===== config.mk =====
export PLATFORM = sky130hd
export DESIGN_NAME = radix_number_to_ascii_formatter_unit
export DESIGN_NICKNAME = d
export VERILOG_FILES = /design/src/sv/rnaf_pkg.sv /design/src/sv/rnaf_ram.sv /design/src/sv/rnaf_ctrl.sv /design/src/sv/rnaf_dp.sv /design/src/sv/radix_number_to_ascii_formatter_unit.sv
export SDC_FILE = /design/constraint.sdc
export NUM_CORES = 1
export LEC_CHECK = 0
export BUFFER_PORTS_ARGS = -buffer_cell sky130_fd_sc_hd__buf_4
export CORE_MARGIN = 8
export CORE_UTILIZATION = 55
export CTS_CLUSTER_SIZE = 25
export DETAILED_ROUTE_END_ITERATION = 8
export GPL_TIMING_DRIVEN = 1
export PLACE_DENSITY = 0.75
export SYNTH_ARGS = -nofsm -noshare
export SYNTH_HDL_FRONTEND = slang
export SYNTH_HIERARCHICAL = 1
export SYNTH_SLANG_ARGS = --single-unit

===== constraint.sdc =====
create_clock -name clk_i -period 19 [get_ports clk_i]
set_input_delay 0 -clock clk_i [delete_from_list [all_inputs] [get_ports clk_i]]
set_output_delay 0 -clock clk_i [all_outputs]
set_load 0.005 [all_outputs]

===== src/sv/rnaf_pkg.sv =====
`timescale 1ns / 1ps
// Package for the radix number to ASCII formatter.
// Holds payload types, controller/datapath command and status types, and constants.
// No dependencies.
package rnaf_pkg;

  // Default for the maximum number of characters per number.
  localparam int unsigned MAX_DIGITS_DEF = 20;

  // Fixed field widths.
  localparam int unsigned VALUE_W  = 64;
  localparam int unsigned RADIX_W  = 5;
  localparam int unsigned LEN_W    = 8;
  localparam int unsigned CHAR_W   = 8;
  localparam int unsigned DIGIT_W  = 4;

  // The long division handles this many dividend bits per cycle.
  localparam int unsigned STEP_BITS = 8;
  localparam int unsigned CHUNKS    = VALUE_W / STEP_BITS;
  localparam int unsigned CHUNK_W   = $clog2(CHUNKS);

  // Radix limits.
  localparam logic [RADIX_W-1:0] RADIX_MIN = 5'd2;
  localparam logic [RADIX_W-1:0] RADIX_MAX = 5'd16;

  // Character codes.
  localparam logic [CHAR_W-1:0] CHAR_QMARK = 8'h3F;
  localparam logic [CHAR_W-1:0] CHAR_ZERO  = 8'h30;
  localparam logic [CHAR_W-1:0] CHAR_A     = 8'h61;

  // One input item.
  typedef struct packed {
    logic [VALUE_W-1:0] value;
    logic [RADIX_W-1:0] radix;
    logic [LEN_W-1:0]   min_length;
    logic [CHAR_W-1:0]  pad_char;
  } in_t;

  // One result item.
  typedef struct packed {
    logic [CHAR_W-1:0] char_out;
    logic              last;
  } out_t;

  // Commands from the controller to the datapath.
  typedef struct packed {
    logic start;     // Capture a new input transfer.
    logic step;      // One chunk of the long division.
    logic store;     // Write the finished digit to the buffer.
    logic plan;      // Work out padding and the read pointer.
    logic emit_pad;  // Load a pad character into the output register.
    logic rd_req;    // Read the next digit from the buffer.
    logic emit_dig;  // Load the digit read into the output register.
  } cmd_t;

  // Status from the datapath to the controller.
  typedef struct packed {
    logic chunk_last;  // The current division chunk is the final one.
    logic more;        // Another digit has to be produced.
    logic pad_zero;    // No pad characters are left.
    logic idx_zero;    // The digit being read is the least significant one.
    logic out_free;    // The output register can take a character this cycle.
  } sts_t;

  // Clamps a raw radix field to the supported range.
  function automatic logic [RADIX_W-1:0] clamp_radix(input logic [RADIX_W-1:0] r);
    logic [RADIX_W-1:0] res;
    res = r;
    if (r < RADIX_MIN) begin
      res = RADIX_MIN;
    end else if (r > RADIX_MAX) begin
      res = RADIX_MAX;
    end
    return res;
  endfunction

  // Lower-case ASCII glyph of a digit value.
  function automatic logic [CHAR_W-1:0] glyph(input logic [DIGIT_W-1:0] d);
    logic [CHAR_W-1:0] res;
    if (d < 4'd10) begin
      res = CHAR_ZERO + CHAR_W'(d);
    end else begin
      res = CHAR_A + CHAR_W'(d) - 8'd10;
    end
    return res;
  endfunction

endpackage


===== src/sv/rnaf_ram.sv =====
`timescale 1ns / 1ps
// Generic single-port-write, single-port-read RAM with registered read data.
// No dependencies.
module rnaf_ram #(
  parameter int unsigned WIDTH = 4,
  parameter int unsigned DEPTH = 20
) (
  input  logic                     clk_i,
  input  logic                     we_i,
  input  logic [$clog2(DEPTH)-1:0] waddr_i,
  input  logic [WIDTH-1:0]         wdata_i,
  input  logic                     re_i,
  input  logic [$clog2(DEPTH)-1:0] raddr_i,
  output logic [WIDTH-1:0]         rdata_o
);

  logic [WIDTH-1:0] mem_q [DEPTH];
  logic [WIDTH-1:0] rdata_q;

  // Write port.
  always_ff @(posedge clk_i) begin
    if (we_i) begin
      mem_q[waddr_i] <= wdata_i;
    end
  end

  // Registered read port; the data holds until the next read.
  always_ff @(posedge clk_i) begin
    if (re_i) begin
      rdata_q <= mem_q[raddr_i];
    end
  end

  assign rdata_o = rdata_q;

endmodule


===== src/sv/rnaf_ctrl.sv =====
`timescale 1ns / 1ps
// Controller state machine of the radix number to ASCII formatter.
// Depends on rnaf_pkg for the command and status types.
module rnaf_ctrl (
  input  logic          clk_i,
  input  logic          rst_ni,
  input  logic          in_valid_i,
  output logic          in_stall_o,
  input  rnaf_pkg::sts_t sts_i,
  output rnaf_pkg::cmd_t cmd_o
);

  localparam logic [2:0] ST_IDLE  = 3'd0;
  localparam logic [2:0] ST_DIV   = 3'd1;
  localparam logic [2:0] ST_STORE = 3'd2;
  localparam logic [2:0] ST_PLAN  = 3'd3;
  localparam logic [2:0] ST_PAD   = 3'd4;
  localparam logic [2:0] ST_RD    = 3'd5;
  localparam logic [2:0] ST_GET   = 3'd6;

  logic [2:0] state_q, state_d;

  // Next state and commands.
  always_comb begin
    state_d = state_q;
    cmd_o   = '0;
    unique case (state_q)
      ST_IDLE: begin
        if (in_valid_i) begin
          cmd_o.start = 1'b1;
          state_d     = ST_DIV;
        end
      end
      ST_DIV: begin
        cmd_o.step = 1'b1;
        if (sts_i.chunk_last) begin
          state_d = ST_STORE;
        end
      end
      ST_STORE: begin
        cmd_o.store = 1'b1;
        state_d     = sts_i.more ? ST_DIV : ST_PLAN;
      end
      ST_PLAN: begin
        cmd_o.plan = 1'b1;
        state_d    = ST_PAD;
      end
      ST_PAD: begin
        if (sts_i.pad_zero) begin
          state_d = ST_RD;
        end else if (sts_i.out_free) begin
          cmd_o.emit_pad = 1'b1;
        end
      end
      ST_RD: begin
        cmd_o.rd_req = 1'b1;
        state_d      = ST_GET;
      end
      ST_GET: begin
        if (sts_i.out_free) begin
          cmd_o.emit_dig = 1'b1;
          state_d        = sts_i.idx_zero ? ST_IDLE : ST_RD;
        end
      end
      default: begin
        state_d = ST_IDLE;
      end
    endcase
  end

  // State register.
  always_ff @(posedge clk_i or negedge rst_ni) begin
    if (!rst_ni) begin
      state_q <= ST_IDLE;
    end else begin
      state_q <= state_d;
    end
  end

  // A new number is taken only between numbers.
  assign in_stall_o = (state_q != ST_IDLE);

endmodule


===== src/sv/rnaf_dp.sv =====
`timescale 1ns / 1ps
// Datapath of the radix number to ASCII formatter: divider, digit buffer, output register.
// Depends on rnaf_pkg and rnaf_ram.
module rnaf_dp #(
  parameter int unsigned MAX_DIGITS = rnaf_pkg::MAX_DIGITS_DEF
) (
  input  logic           clk_i,
  input  logic           rst_ni,
  input  rnaf_pkg::in_t  in_data_i,
  input  logic           out_stall_i,
  output logic           out_valid_o,
  output rnaf_pkg::out_t out_data_o,
  input  rnaf_pkg::cmd_t cmd_i,
  output rnaf_pkg::sts_t sts_o
);

  localparam int unsigned CNT_W = $clog2(MAX_DIGITS + 1);
  localparam int unsigned IDX_W = $clog2(MAX_DIGITS);
  localparam int unsigned SB    = rnaf_pkg::STEP_BITS;
  localparam int unsigned VW    = rnaf_pkg::VALUE_W;
  localparam int unsigned DW    = rnaf_pkg::DIGIT_W;
  localparam int unsigned LW    = rnaf_pkg::LEN_W;

  logic [VW-1:0]                    num_q, num_d;
  logic [DW-1:0]                    rem_q, rem_d;
  logic [rnaf_pkg::RADIX_W-1:0]     radix_q;
  logic [LW-1:0]                    minlen_q;
  logic [rnaf_pkg::CHAR_W-1:0]      pad_q;
  logic [rnaf_pkg::CHUNK_W-1:0]     chunk_q;
  logic [CNT_W-1:0]                 ndig_q, ndig_inc;
  logic [CNT_W-1:0]                 npad_q, npad_d;
  logic [IDX_W-1:0]                 idx_q;
  logic                             ovf_q;
  logic                             first_q;
  logic                             out_valid_q;
  rnaf_pkg::out_t                   out_q;
  logic [DW-1:0]                    rd_digit;
  logic                             out_free;
  logic                             num_nz;
  logic [LW-1:0]                    ndig_w;
  logic [LW-1:0]                    total;

  // One chunk of restoring division: STEP_BITS quotient bits, remainder stays narrow.
  always_comb begin
    logic [DW:0]   t;
    logic [SB-1:0] qbits;
    t     = '0;
    qbits = '0;
    rem_d = rem_q;
    for (int k = 0; k < SB; k++) begin
      t = {rem_d, num_q[VW-1-k]};
      if (t >= radix_q) begin
        t              = t - radix_q;
        qbits[SB-1-k]  = 1'b1;
      end
      rem_d = t[DW-1:0];
    end
    num_d = {num_q[VW-SB-1:0], qbits};
  end

  assign num_nz   = (num_q != '0);
  assign ndig_inc = ndig_q + 1'b1;

  // Padding plan: total length is the larger of digits and minimum, capped.
  always_comb begin
    ndig_w = LW'(ndig_q);
    total  = (minlen_q > ndig_w) ? minlen_q : ndig_w;
    if (total > LW'(MAX_DIGITS)) begin
      total = LW'(MAX_DIGITS);
    end
    npad_d = CNT_W'(total - ndig_w);
  end

  // Input capture and division registers.
  always_ff @(posedge clk_i) begin
    if (cmd_i.start) begin
      num_q    <= in_data_i.value;
      radix_q  <= rnaf_pkg::clamp_radix(in_data_i.radix);
      minlen_q <= in_data_i.min_length;
      pad_q    <= in_data_i.pad_char;
      rem_q    <= '0;
    end else if (cmd_i.step) begin
      num_q <= num_d;
      rem_q <= rem_d;
    end else if (cmd_i.store) begin
      rem_q <= '0;
    end
  end

  // Digit count, chunk counter, padding count, read pointer and overflow flag.
  always_ff @(posedge clk_i or negedge rst_ni) begin
    if (!rst_ni) begin
      chunk_q <= '0;
      ndig_q  <= '0;
      npad_q  <= '0;
      idx_q   <= '0;
      ovf_q   <= 1'b0;
      first_q <= 1'b0;
    end else begin
      if (cmd_i.start) begin
        chunk_q <= '0;
        ndig_q  <= '0;
        ovf_q   <= 1'b0;
      end
      if (cmd_i.step) begin
        chunk_q <= chunk_q + 1'b1;
      end
      if (cmd_i.store) begin
        ndig_q <= ndig_inc;
        ovf_q  <= num_nz && !(ndig_inc < CNT_W'(MAX_DIGITS));
      end
      if (cmd_i.plan) begin
        npad_q  <= npad_d;
        idx_q   <= IDX_W'(ndig_q - 1'b1);
        first_q <= 1'b1;
      end
      if (cmd_i.emit_pad) begin
        npad_q <= npad_q - 1'b1;
      end
      if (cmd_i.emit_dig) begin
        idx_q   <= idx_q - 1'b1;
        first_q <= 1'b0;
      end
    end
  end

  // Digit buffer, written least significant first and read back in reverse.
  rnaf_ram #(
    .WIDTH(DW),
    .DEPTH(MAX_DIGITS)
  ) u_buf (
    .clk_i  (clk_i),
    .we_i   (cmd_i.store),
    .waddr_i(ndig_q[IDX_W-1:0]),
    .wdata_i(rem_q),
    .re_i   (cmd_i.rd_req),
    .raddr_i(idx_q),
    .rdata_o(rd_digit)
  );

  // Output register: taken by the sink whenever it does not stall.
  assign out_free = !out_valid_q || !out_stall_i;

  always_ff @(posedge clk_i or negedge rst_ni) begin
    if (!rst_ni) begin
      out_valid_q <= 1'b0;
    end else if (cmd_i.emit_pad || cmd_i.emit_dig) begin
      out_valid_q <= 1'b1;
    end else if (!out_stall_i) begin
      out_valid_q <= 1'b0;
    end
  end

  always_ff @(posedge clk_i) begin
    if (cmd_i.emit_pad) begin
      out_q.char_out <= pad_q;
      out_q.last     <= 1'b0;
    end else if (cmd_i.emit_dig) begin
      out_q.char_out <= (ovf_q && first_q) ? rnaf_pkg::CHAR_QMARK
                                           : rnaf_pkg::glyph(rd_digit);
      out_q.last     <= (idx_q == '0);
    end
  end

  assign out_valid_o = out_valid_q;
  assign out_data_o  = out_q;

  // Status back to the controller.
  assign sts_o.chunk_last = (chunk_q == rnaf_pkg::CHUNK_W'(rnaf_pkg::CHUNKS - 1));
  assign sts_o.more       = num_nz && (ndig_inc < CNT_W'(MAX_DIGITS));
  assign sts_o.pad_zero   = (npad_q == '0);
  assign sts_o.idx_zero   = (idx_q == '0);
  assign sts_o.out_free   = out_free;

  // The digit count never passes the buffer depth.
  a_ndig_bound: assert property (@(posedge clk_i) disable iff (!rst_ni)
    ndig_q <= CNT_W'(MAX_DIGITS))
    else $error("digit count beyond buffer depth");

  // An overflow mark only arises with a full buffer.
  a_ovf_full: assert property (@(posedge clk_i) disable iff (!rst_ni)
    ovf_q |-> (ndig_q == CNT_W'(MAX_DIGITS)))
    else $error("overflow flagged with buffer not full");

  // A pad character is only emitted while padding remains.
  a_pad_left: assert property (@(posedge clk_i) disable iff (!rst_ni)
    cmd_i.emit_pad |-> (npad_q != '0))
    else $error("pad emitted with no padding left");

  // A held, stalled character is never overwritten.
  a_no_overwrite: assert property (@(posedge clk_i) disable iff (!rst_ni)
    (cmd_i.emit_pad || cmd_i.emit_dig) |-> out_free)
    else $error("output register overwritten while stalled");

  // With overflow there is no padding.
  a_ovf_nopad: assert property (@(posedge clk_i) disable iff (!rst_ni)
    (ovf_q && cmd_i.plan) |=> (npad_q == '0))
    else $error("padding planned on overflow");

endmodule


===== src/sv/radix_number_to_ascii_formatter_unit.sv =====
`timescale 1ns / 1ps
// Radix number to ASCII formatter, top level: controller plus datapath.
// Depends on rnaf_pkg, rnaf_ctrl, rnaf_dp (and through it rnaf_ram).
//
// Takes a 64-bit unsigned number, a radix (clamped to 2..16), a minimum length and a pad
// byte, and emits lower-case ASCII characters one per output transfer, pad bytes first,
// then digits most significant first; the final character carries last. At most MAX_DIGITS
// characters come out; if the number needs more, the first character is '?' and the low
// MAX_DIGITS-1 digits follow. One number is worked on at a time. For each digit the divider
// runs over the 64 dividend bits at eight bits per cycle and then writes the buffer; the
// number then takes a planning step, pad characters are emitted straight from the pad
// register and each digit character needs a registered buffer read first. The output
// register lets the next number be accepted while the last character still waits to be
// taken.
module radix_number_to_ascii_formatter_unit #(
  parameter int unsigned MAX_DIGITS = rnaf_pkg::MAX_DIGITS_DEF
) (
  input  logic           clk_i,
  input  logic           rst_ni,
  input  logic           in_valid_i,
  output logic           in_stall_o,
  input  rnaf_pkg::in_t  in_data_i,
  output logic           out_valid_o,
  input  logic           out_stall_i,
  output rnaf_pkg::out_t out_data_o
);

  rnaf_pkg::cmd_t cmd;
  rnaf_pkg::sts_t sts;

  // Sequencer.
  rnaf_ctrl u_ctrl (
    .clk_i     (clk_i),
    .rst_ni    (rst_ni),
    .in_valid_i(in_valid_i),
    .in_stall_o(in_stall_o),
    .sts_i     (sts),
    .cmd_o     (cmd)
  );

  // Divider, digit buffer and output register.
  rnaf_dp #(
    .MAX_DIGITS(MAX_DIGITS)
  ) u_dp (
    .clk_i      (clk_i),
    .rst_ni     (rst_ni),
    .in_data_i  (in_data_i),
    .out_stall_i(out_stall_i),
    .out_valid_o(out_valid_o),
    .out_data_o (out_data_o),
    .cmd_i      (cmd),
    .sts_o      (sts)
  );

endmodule

==> results.ini, run 1 <==
[run_status]
status=finished, final reports clean

[global_route]
grt_use_total_pct=20.9
use_met3_pct=3.66
use_met1_pct=25.6
gr-total-overflow=0
globalRouteMet2Util_pct=37.5
grt_first_pass_wirelength_um=41300
grt_pass1_vias=7937
grt-busiest-layer=met2
grt_max_degree=73
antenna_found_initial=1

[drt]
totalWireLength_um=25700
route.detailed.drc=0
dr_total_vias=7739
routedWlPerCell_um=19.1
detail-route-antenna-nets=0
initialDrtViolationCount=579
vias_per_cell=5.77
firstDrtPassIters=5

[critical_path]
criticalPathCategory=reg -> reg
cp-start-kind=flip-flop
crit_path_max_fanout=12
arrival_ns=12.67
cp-end-kind=flip-flop
worstPathRequired_ns=19.39
critical-path-max-stage-delay_ns=0.70
worst_path_most_repeated_cell=ha_1
crit_slowest_cell=edfxtp_1

[clocking]
postCtsHoldBufs=90
htreeDepth=1
tritoncts=done
insertion_delay_ns=0.51
cts_made_buffers=22
cts_root_buf=clkbuf_16
post_cts_buffers=0
clock-sinks=206
cts_resized=0
cts.reportedPaths.clkPinSlew_ns=0.06
cts.path.max_buffers=3

[synthesis]
synthMuxAreaShare_pct=12.7
yosys.area_share.simple_pct=9.57
synth_area_um2=11100
synth_warnings=6
yosysUniqueCellTypes=77
synth-compound-area-share_pct=9.92
syn_area_per_cell_um2=12.8
postSynthCellCount=867
synthArstFlopShare_pct=11.7
synth-edff-count=177
synth_top_area_share_pct=48.0
synth_xor_area_share_pct=2.21
synth_fa_ha_area_share_pct=7.95
synthesis.nets=1021
synth_top_family_by_area=multiplexers
ys_ff_latch=206
yosys.area.top_type=edfxtp_1
ys_top_cells_by_area=edfxtp_1 (48%), mux2_2 (6.9%), ha_1 (6.3%)
ys.flop_type=edfxtp_1
synth.yosys.seq_area_share_pct=54.3

[flow_run]
cap_violations=0

[sta]
worst_pin_slew_ns=0.883
rsz0062_at_grt=false
drv_slew=0
min_period_over_period_pct=64.7
max_freq_mhz=81.4
tns_ns=0
setup_violations=0
clock_skew_ns=0.0191
fin_crit_ns=12.28
relSlewSlack_pct=41.1
hold_viol_final=0

[finish]
area_growth_pct=23.0
nets=1209
nFillCells=1340
layout_common_cells=edfxtp_1 (177), buf_4 (103), dlygate4sd3_1 (89)
mostFrequentLayoutCell=edfxtp_1
drive_above_1_share_pct=21.5

[die]
dieArea_um2=24900
rows=52
die_x_um=158
ioPinCount=100
die_y_um=158
coreArea_um2=20000
start_util_pct=55.5

[place]
io_buffers=99
detailedPlacementHpwl_um=17100
globalplace.congestion=0.928

[min_path]
holdCritPathClass=in -> reg

-- through the flow --
stage,utilization (%),cell area [um2],hold slack (ns),cells,worst slack [ns]
global route,68.2,13600,0.205,1342,5.72
detailed placement,60.2,12000,-0.0754,1211,6.87
global placement,60.2,12000,-0.0729,1211,7.32
floorplan,-,11100,-0.296,867,8.27
finish,68.2,13600,0.214,1342,6.72
CTS,68.2,13600,0.197,1341,6.83
-- critical path, delay by kind of cell, from the launching register on --
kind | cells | cell delay, ns
mux | 3 | 1.11
flops | 1 | 0.70
fa+ha+maj | 8 | 2.70
compound gates | 26 | 5.56
simple gates | 7 | 1.66
buf+inv | 2 | 0.42
-- cell usage after synthesis (all sizes together), types with 7 or more instances --
cell type	number
a31oi	7
nand3	9
ha	56
xnor2	23
fa	9
a21oi	38
nor3b	7
nand2	50
inv	48
mux2	69
nor3	11
buf	9
nor2	62
mux4	13
nand2b	9
edfxtp	177
o22ai	7
dfrtp	24
clkbuf	20
mux2i	30
a21o	18
nor4	17
nor2b	11
o21ai	48
-- cells by family after synthesis --
family          count (synthesis)
compound gates                167
flops                         206
xor+xnor                       28
mux                           112
fa+ha+maj                      65
simple gates                  210
buf+inv                        79
-- flip-flops by register name, summed over array words and instances, names as in the netlist, 3 cells and up --
register and cells:
u_dp/u_buf/mem_q 80, u_dp/num_q 64, u_dp/out_data_o 9, u_dp/minlen_q 8, u_dp/pad_q 8, u_dp/idx_q 5, u_dp/ndig_q 5, u_dp/npad_q 5
u_dp/radix_q 5, u_dp/rem_q 4, u_dp/u_buf/rdata_o 4, u_ctrl/state_q 3, u_dp/chunk_q 3
-- worst paths after layout --
path,from,endpoint,slack [ns],depth (start not counted)
worst max-delay path,u_dp/radix_q[1],u_dp/rem_q[3],6.72,46
worst min-delay path,in_data_i[14],u_dp/minlen_q[6],0.21,2
worst max register to register,u_dp/radix_q[1],u_dp/rem_q[3],6.72,46
worst min register to register,u_dp/first_q,u_dp/first_q,0.49,2
max in group asynchronous,rst_ni,u_dp/ndig_q[1],18.30,4
min in group asynchronous,rst_ni,u_dp/npad_q[1],0.53,4
-- metal layers --
layer | wire length [um] | vias up
li1 | - | 3662
met1 | 10600 | 3775
met2 | 13100 | 259
met3 | 1430 | 43
met4 | 591 | 0
met5 | 0 | -
-- cell type report --
class / count / area, um2 / area share, %
multi-input cells: 582 / 4700 / 34.5
well taps: 270 / 338 / 2.48
clock inverters: 11 / 96.3 / 0.707
flip-flops and latches: 206 / 6020 / 44.1
diodes: 1 / 2.50 / 0.0184
repair buffers: 193 / 1680 / 12.4
clock buffers: 29 / 597 / 4.38
inverters: 50 / 190 / 1.40
Power of run 1 is not shown: default switching activity piles up to over one toggle a cycle in this logic, so the estimate is an artifact.
==> inputs of run 2 (changes only) <==
- clock period: 19 -> 12.7 ns (I/O delays scaled with it)
==> run 2 against run 1 <==
Effect of this change: cell count grew 0.15%; non-clock buffer count grew 5; hold slack gained 0.0027 ns; die area is the same; routed wire length grew 3.3%; first-iteration DRC count shrank 4.8%; register-to-register slack lost 5.8 ns; maximum frequency grew 4.0%; design area grew 0.54%; worst setup slack lost 5.8 ns; via count grew 0.61%; critical path depth grew 2; largest cell class unchanged; highest routed layer unchanged.
==> results.ini, run 2 (synthesized netlist as in run 1, its figures left out) <==
[global_route]
gr-total-overflow=0  ; unchanged
grt_max_degree=73  ; unchanged
grt_first_pass_wirelength_um=42000  ; +1.8%
grt_use_total_pct=21.5  ; +0.55 points
grt_pass1_vias=8108  ; +2.2%
antenna_found_initial=0  ; -1

[finish]
largest_register_ffs=80  ; unchanged
layout_common_cells=edfxtp_1 (177), buf_4 (108), dlygate4sd3_1 (89)
mostFrequentLayoutCell=edfxtp_1
top_register=u_dp/u_buf/mem_q
multi_input_area_um2=4720  ; +0.43%
nets=1214  ; +0.41%
area_growth_pct=23.7
num_antenna_cells=0  ; -1
nFillCells=1352  ; +0.90%
regArea_um2=6020  ; unchanged
drive_above_1_share_pct=22.0  ; +0.50 points

[die]
rows=52  ; unchanged
coreArea_um2=20000  ; unchanged
dieArea_um2=24900  ; unchanged
die_x_um=158  ; unchanged
ioPinCount=100  ; unchanged
die_y_um=158  ; unchanged
start_util_pct=55.5  ; unchanged

[sta]
worst_pin_slew_ns=0.896  ; +0.0128 ns
fin_crit_ns=11.81  ; -0.477 ns
hold_ws_ns=0.216  ; +0.00266 ns
relSlewSlack_pct=40.0  ; -1.1 points
clock_skew_ns=0.0168  ; -0.00236 ns
final.setup.worst_slack_ns=0.892  ; -5.82 ns
setup_violations=0  ; unchanged
max_freq_mhz=84.7  ; +4.0%
hold_viol_final=0  ; unchanged
min_period_over_period_pct=93.0  ; +28 points
tns_ns=0  ; unchanged
drv_slew=0  ; unchanged
rsz0062_at_grt=false

[critical_path]
worstPathRequired_ns=13.08  ; -6.31 ns
cp-start-kind=flip-flop
cp-end-kind=flip-flop
crit_slowest_cell=mux2_2
critical-path-max-stage-delay_ns=0.40  ; -0.30 ns
arrival_ns=12.19  ; -0.48 ns
crit_path_max_fanout=12  ; unchanged
worst_path_most_repeated_cell=ha_1
criticalPathCategory=reg -> reg

[drt]
route.detailed.drc=0  ; unchanged
detail-route-antenna-nets=0  ; unchanged
initialDrtViolationCount=551  ; -4.8%
dr_total_vias=7786  ; +0.61%
firstDrtPassIters=5  ; unchanged
totalWireLength_um=26500  ; +3.3%
vias_per_cell=5.79  ; +0.46%
routedWlPerCell_um=19.7  ; +3.1%

[place]
io_buffers=99  ; unchanged
detailedPlacementHpwl_um=17200  ; +0.71%
globalplace.congestion=0.902  ; -2.8%
dp_slack_ns=0.559  ; -6.31 ns

[clocking]
htreeDepth=1  ; unchanged
cts.path.max_buffers=3  ; unchanged
insertion_delay_ns=0.51  ; about the same
tritoncts=done
cts_made_buffers=22  ; unchanged
clock-sinks=206  ; unchanged
cts.reportedPaths.clkPinSlew_ns=0.06  ; about the same
cts_root_buf=clkbuf_16

[min_path]
holdCritPathClass=in -> reg

[flow_run]
cap_violations=0  ; unchanged

[run_status]
status=finished, final reports clean

run 2: changes by cell type in the layout (fill, tap and decap cells not counted):
cell        change
clkinvlp_4      -1
bufinv_16       +2
clkinv_2        -2
o21ai_2         +2
o21ai_1         -2
clkinv_1        +1
nor4b_2         +1
nor4b_1         -1
buf_4           +5
a31oi_1         -1
clkbuf_8        -2
a31oi_2         +1
diode_2         -1
run 2: routing by layer:
metal	up-vias	wire [um]	part of all wire (%)	global-route usage [%]
met5	-	0	0	0
met4	0	659	2.5	5.97
met3	48	1520	5.7	3.90
met2	229	13700	52	39.8
met1	3835	10600	40	24.9
li1	3674	-	-	-
run 2: worst paths after layout:
check / start / end / slack [ns] / depth (start not counted)
worst min register to register: u_dp/chunk_q[0] / u_dp/chunk_q[0] / 0.49 / 1
worst max register to register: u_dp/radix_q[1] / u_dp/rem_q[3] / 0.89 / 48
min in group asynchronous: rst_ni / u_dp/npad_q[1] / 0.49 / 4
max in group asynchronous: rst_ni / u_dp/ndig_q[2] / 12.04 / 4
worst max-delay path: u_dp/radix_q[1] / u_dp/rem_q[3] / 0.89 / 48
worst min-delay path: in_data_i[13] / u_dp/minlen_q[5] / 0.22 / 2
run 2: what timing repair did:
item	4_1_cts	5_1_grt
resized for setup	0	4
hold endpoints to repair	111	0
setup endpoints to repair	0	5
hold buffers	90	0
buffers inserted	0	0
run 2: metrics by stage:
stage	utilization, %	cells	cell area, um2
2_1_floorplan	-	867	11100
3_3_place_gp	60.4	1216	12100
3_5_place_dp	60.4	1216	12100
4_1_cts	68.5	1344	13700
5_1_grt	68.6	1344	13700
6_report	68.6	1344	13700
run 2: cell type report:
cell class                 instances  share of cell area [%]
clock buffer                      27                    4.15
clock inverter                    11                    1.04
inverter                          50                    1.39
multi-input combinational        582                    34.5
sequential                       206                    43.9
tap                              270                    2.47
timing repair buffer             198                    12.6
run 2: worst max-delay path, delay by kind of cell (launching register included):
family / cells / cell delay (ns)
compound gates: 27 / 5.45
mux: 3 / 1.08
flops: 1 / 0.37
buf+inv: 3 / 0.60
simple gates: 7 / 1.61
fa+ha+maj: 8 / 2.56
Power of run 2 is left out for the same reason.
==> inputs of run 3 (changes only) <==
- CORE_UTILIZATION: 55 -> 45
- GPL_TIMING_DRIVEN: 1 -> 0
- PLACE_DENSITY: 0.75 -> unset
- SLEW_MARGIN: unset -> 15
==> run 3 against run 2 <==
Effect of this change: hold slack worse by 0.016 ns; via count is 2.8% lower; sequential share of layout area is 0.90 points lower; first-iteration DRC count is 12% lower; maximum frequency is 0.50% lower; critical path depth is 1 lower; largest cell class unchanged; routed wire length is 3.0% lower.
==> results.ini, run 3 (synthesized netlist as in run 1, its figures left out) <==
[place]
dpl_cell_area_um2=12300  ; +1.7%
io_buffers=99  ; unchanged
dp.cells=1291  ; +6.2%
globalplace.congestion=0.779  ; -14%
detailedPlacementHpwl_um=18000  ; +4.7%

[clocking]
cts.path.max_buffers=3  ; unchanged
htreeDepth=1  ; unchanged
insertion_delay_ns=0.53  ; +0.02 ns
cts.reportedPaths.clkPinSlew_ns=0.06  ; about the same
clock-sinks=206  ; unchanged
tritoncts=done
cts_root_buf=clkbuf_16
cts_made_buffers=24  ; +9.1%

[die]
ioPinCount=100  ; unchanged
rows=57  ; +9.6%
coreArea_um2=24200  ; +21%
dieArea_um2=29900  ; +20%
start_util_pct=45.7  ; -9.8 points
die_y_um=173  ; +9.5%
die_x_um=173  ; +9.5%

[sta]
setup_violations=0  ; unchanged
max_freq_mhz=84.3  ; -0.50%
fin_crit_ns=11.87  ; +0.0597 ns
hold_viol_final=0  ; unchanged
worst_pin_slew_ns=0.768  ; -0.128 ns
drv_slew=0  ; unchanged
min_period_over_period_pct=93.4  ; +0.47 points
relSlewSlack_pct=48.7  ; +8.6 points
rsz0062_at_grt=false
clock_skew_ns=0.0265  ; +0.00971 ns

[global_route]
grt_max_degree=65  ; -11%
grt_use_total_pct=17.1  ; -4.4 points
antenna_found_initial=1  ; +1
gr-total-overflow=0  ; unchanged
grt_pass1_vias=7823  ; -3.5%
grt_first_pass_wirelength_um=41700  ; -0.62%

[finish]
design_area_um2=14000  ; +2.1%
drive_above_1_share_pct=22.6  ; +0.60 points
top_register=u_dp/u_buf/mem_q
regArea_um2=6020  ; about the same
fin_util_pct=57.7  ; -11 points
largest_register_ffs=80  ; unchanged
nFillCells=1983  ; +47%
layout_common_cells=edfxtp_1 (177), buf_4 (101), dlygate4sd3_1 (90)
mostFrequentLayoutCell=edfxtp_1
finalNonFillerCells=1428  ; +6.3%
nets=1239  ; +2.1%
area_growth_pct=26.3
multi_input_area_um2=4730  ; about the same

[drt]
dr_total_vias=7569  ; -2.8%
route.detailed.drc=0  ; unchanged
firstDrtPassIters=5  ; unchanged
vias_per_cell=5.30  ; -8.5%
detail-route-antenna-nets=0  ; unchanged
totalWireLength_um=25700  ; -3.0%
routedWlPerCell_um=18.0  ; -8.7%
initialDrtViolationCount=483  ; -12%

[critical_path]
worst_path_most_repeated_cell=ha_1
worstPathRequired_ns=13.10  ; +0.02 ns
arrival_ns=12.26  ; +0.07 ns
crit_path_max_fanout=9  ; -3
criticalPathCategory=reg -> reg
critical-path-max-stage-delay_ns=0.53  ; +0.13 ns
cp-end-kind=flip-flop
crit_slowest_cell=nor4b_1
cp-start-kind=flip-flop

[run_status]
status=finished, final reports clean

[min_path]
holdCritPathClass=in -> reg

[flow_run]
cap_violations=0  ; unchanged

[run 3: area by class of cell]
| type | count | share of cell area, % |
|---|---|---|
| diodes | 1 | 0.0179 |
| plain buffers | 29 | 1.26 |
| clock buffers | 33 | 4.68 |
| clock inverters | 11 | 0.858 |
| inverters | 50 | 1.38 |
| multi-input cells | 582 | 33.8 |
| flip-flops and latches | 206 | 43.0 |
| well taps | 324 | 2.90 |
| repair buffers | 192 | 12.1 |
[run 3: critical path, delay by kind of cell, from the launching register on]
kind	cells	cell delay, ns
buf+inv	2	0.45
mux	3	1.12
simple gates	7	1.77
fa+ha+maj	8	2.57
flops	1	0.43
compound gates	27	5.42
[run 3: timing repair]
| action | 4_1_cts | 5_1_grt |
|---|---|---|
| hold buffers | 91 | 0 |
| gates cloned | 0 | 0 |
| hold endpoints to repair | 111 | 0 |
| resized for setup | 2 | 6 |
| endpoints found under the setup margin | 5 | 5 |
| buffers inserted | 1 | 0 |
[run 3: per-layer routing]
metal  track usage, %  part of all wire, %
met5                0                    0
met4             4.28                  2.1
met3             2.96                  4.2
met2             29.1                   49
met1             22.3                   44
[run 3: per-stage QoR]
stage | hold slack, ns | worst slack, ns | TNS [ns]
2_1_floorplan | -0.296 | 1.97 | 0
3_3_place_gp | -0.0643 | -0.232 | -0.517
3_5_place_dp | -0.0664 | -0.429 | -1.48
4_1_cts | 0.166 | 0.00338 | 0
5_1_grt | 0.197 | 0.0837 | 0
6_report | 0.201 | 0.832 | 0
[run 3: worst paths after layout]
path	startpoint	to	slack, ns	cells after the start
worst max-delay path	u_dp/radix_q[1]	u_dp/rem_q[3]	0.83	47
worst min-delay path	in_data_i[15]	u_dp/minlen_q[7]	0.20	2
worst max register to register	u_dp/radix_q[1]	u_dp/rem_q[3]	0.83	47
worst min register to register	u_dp/chunk_q[0]	u_dp/chunk_q[0]	0.50	1
max in group asynchronous	rst_ni	u_dp/ndig_q[3]	12.05	4
min in group asynchronous	rst_ni	u_ctrl/state_q[2]	0.48	4
Power of run 3 is left out for the same reason.
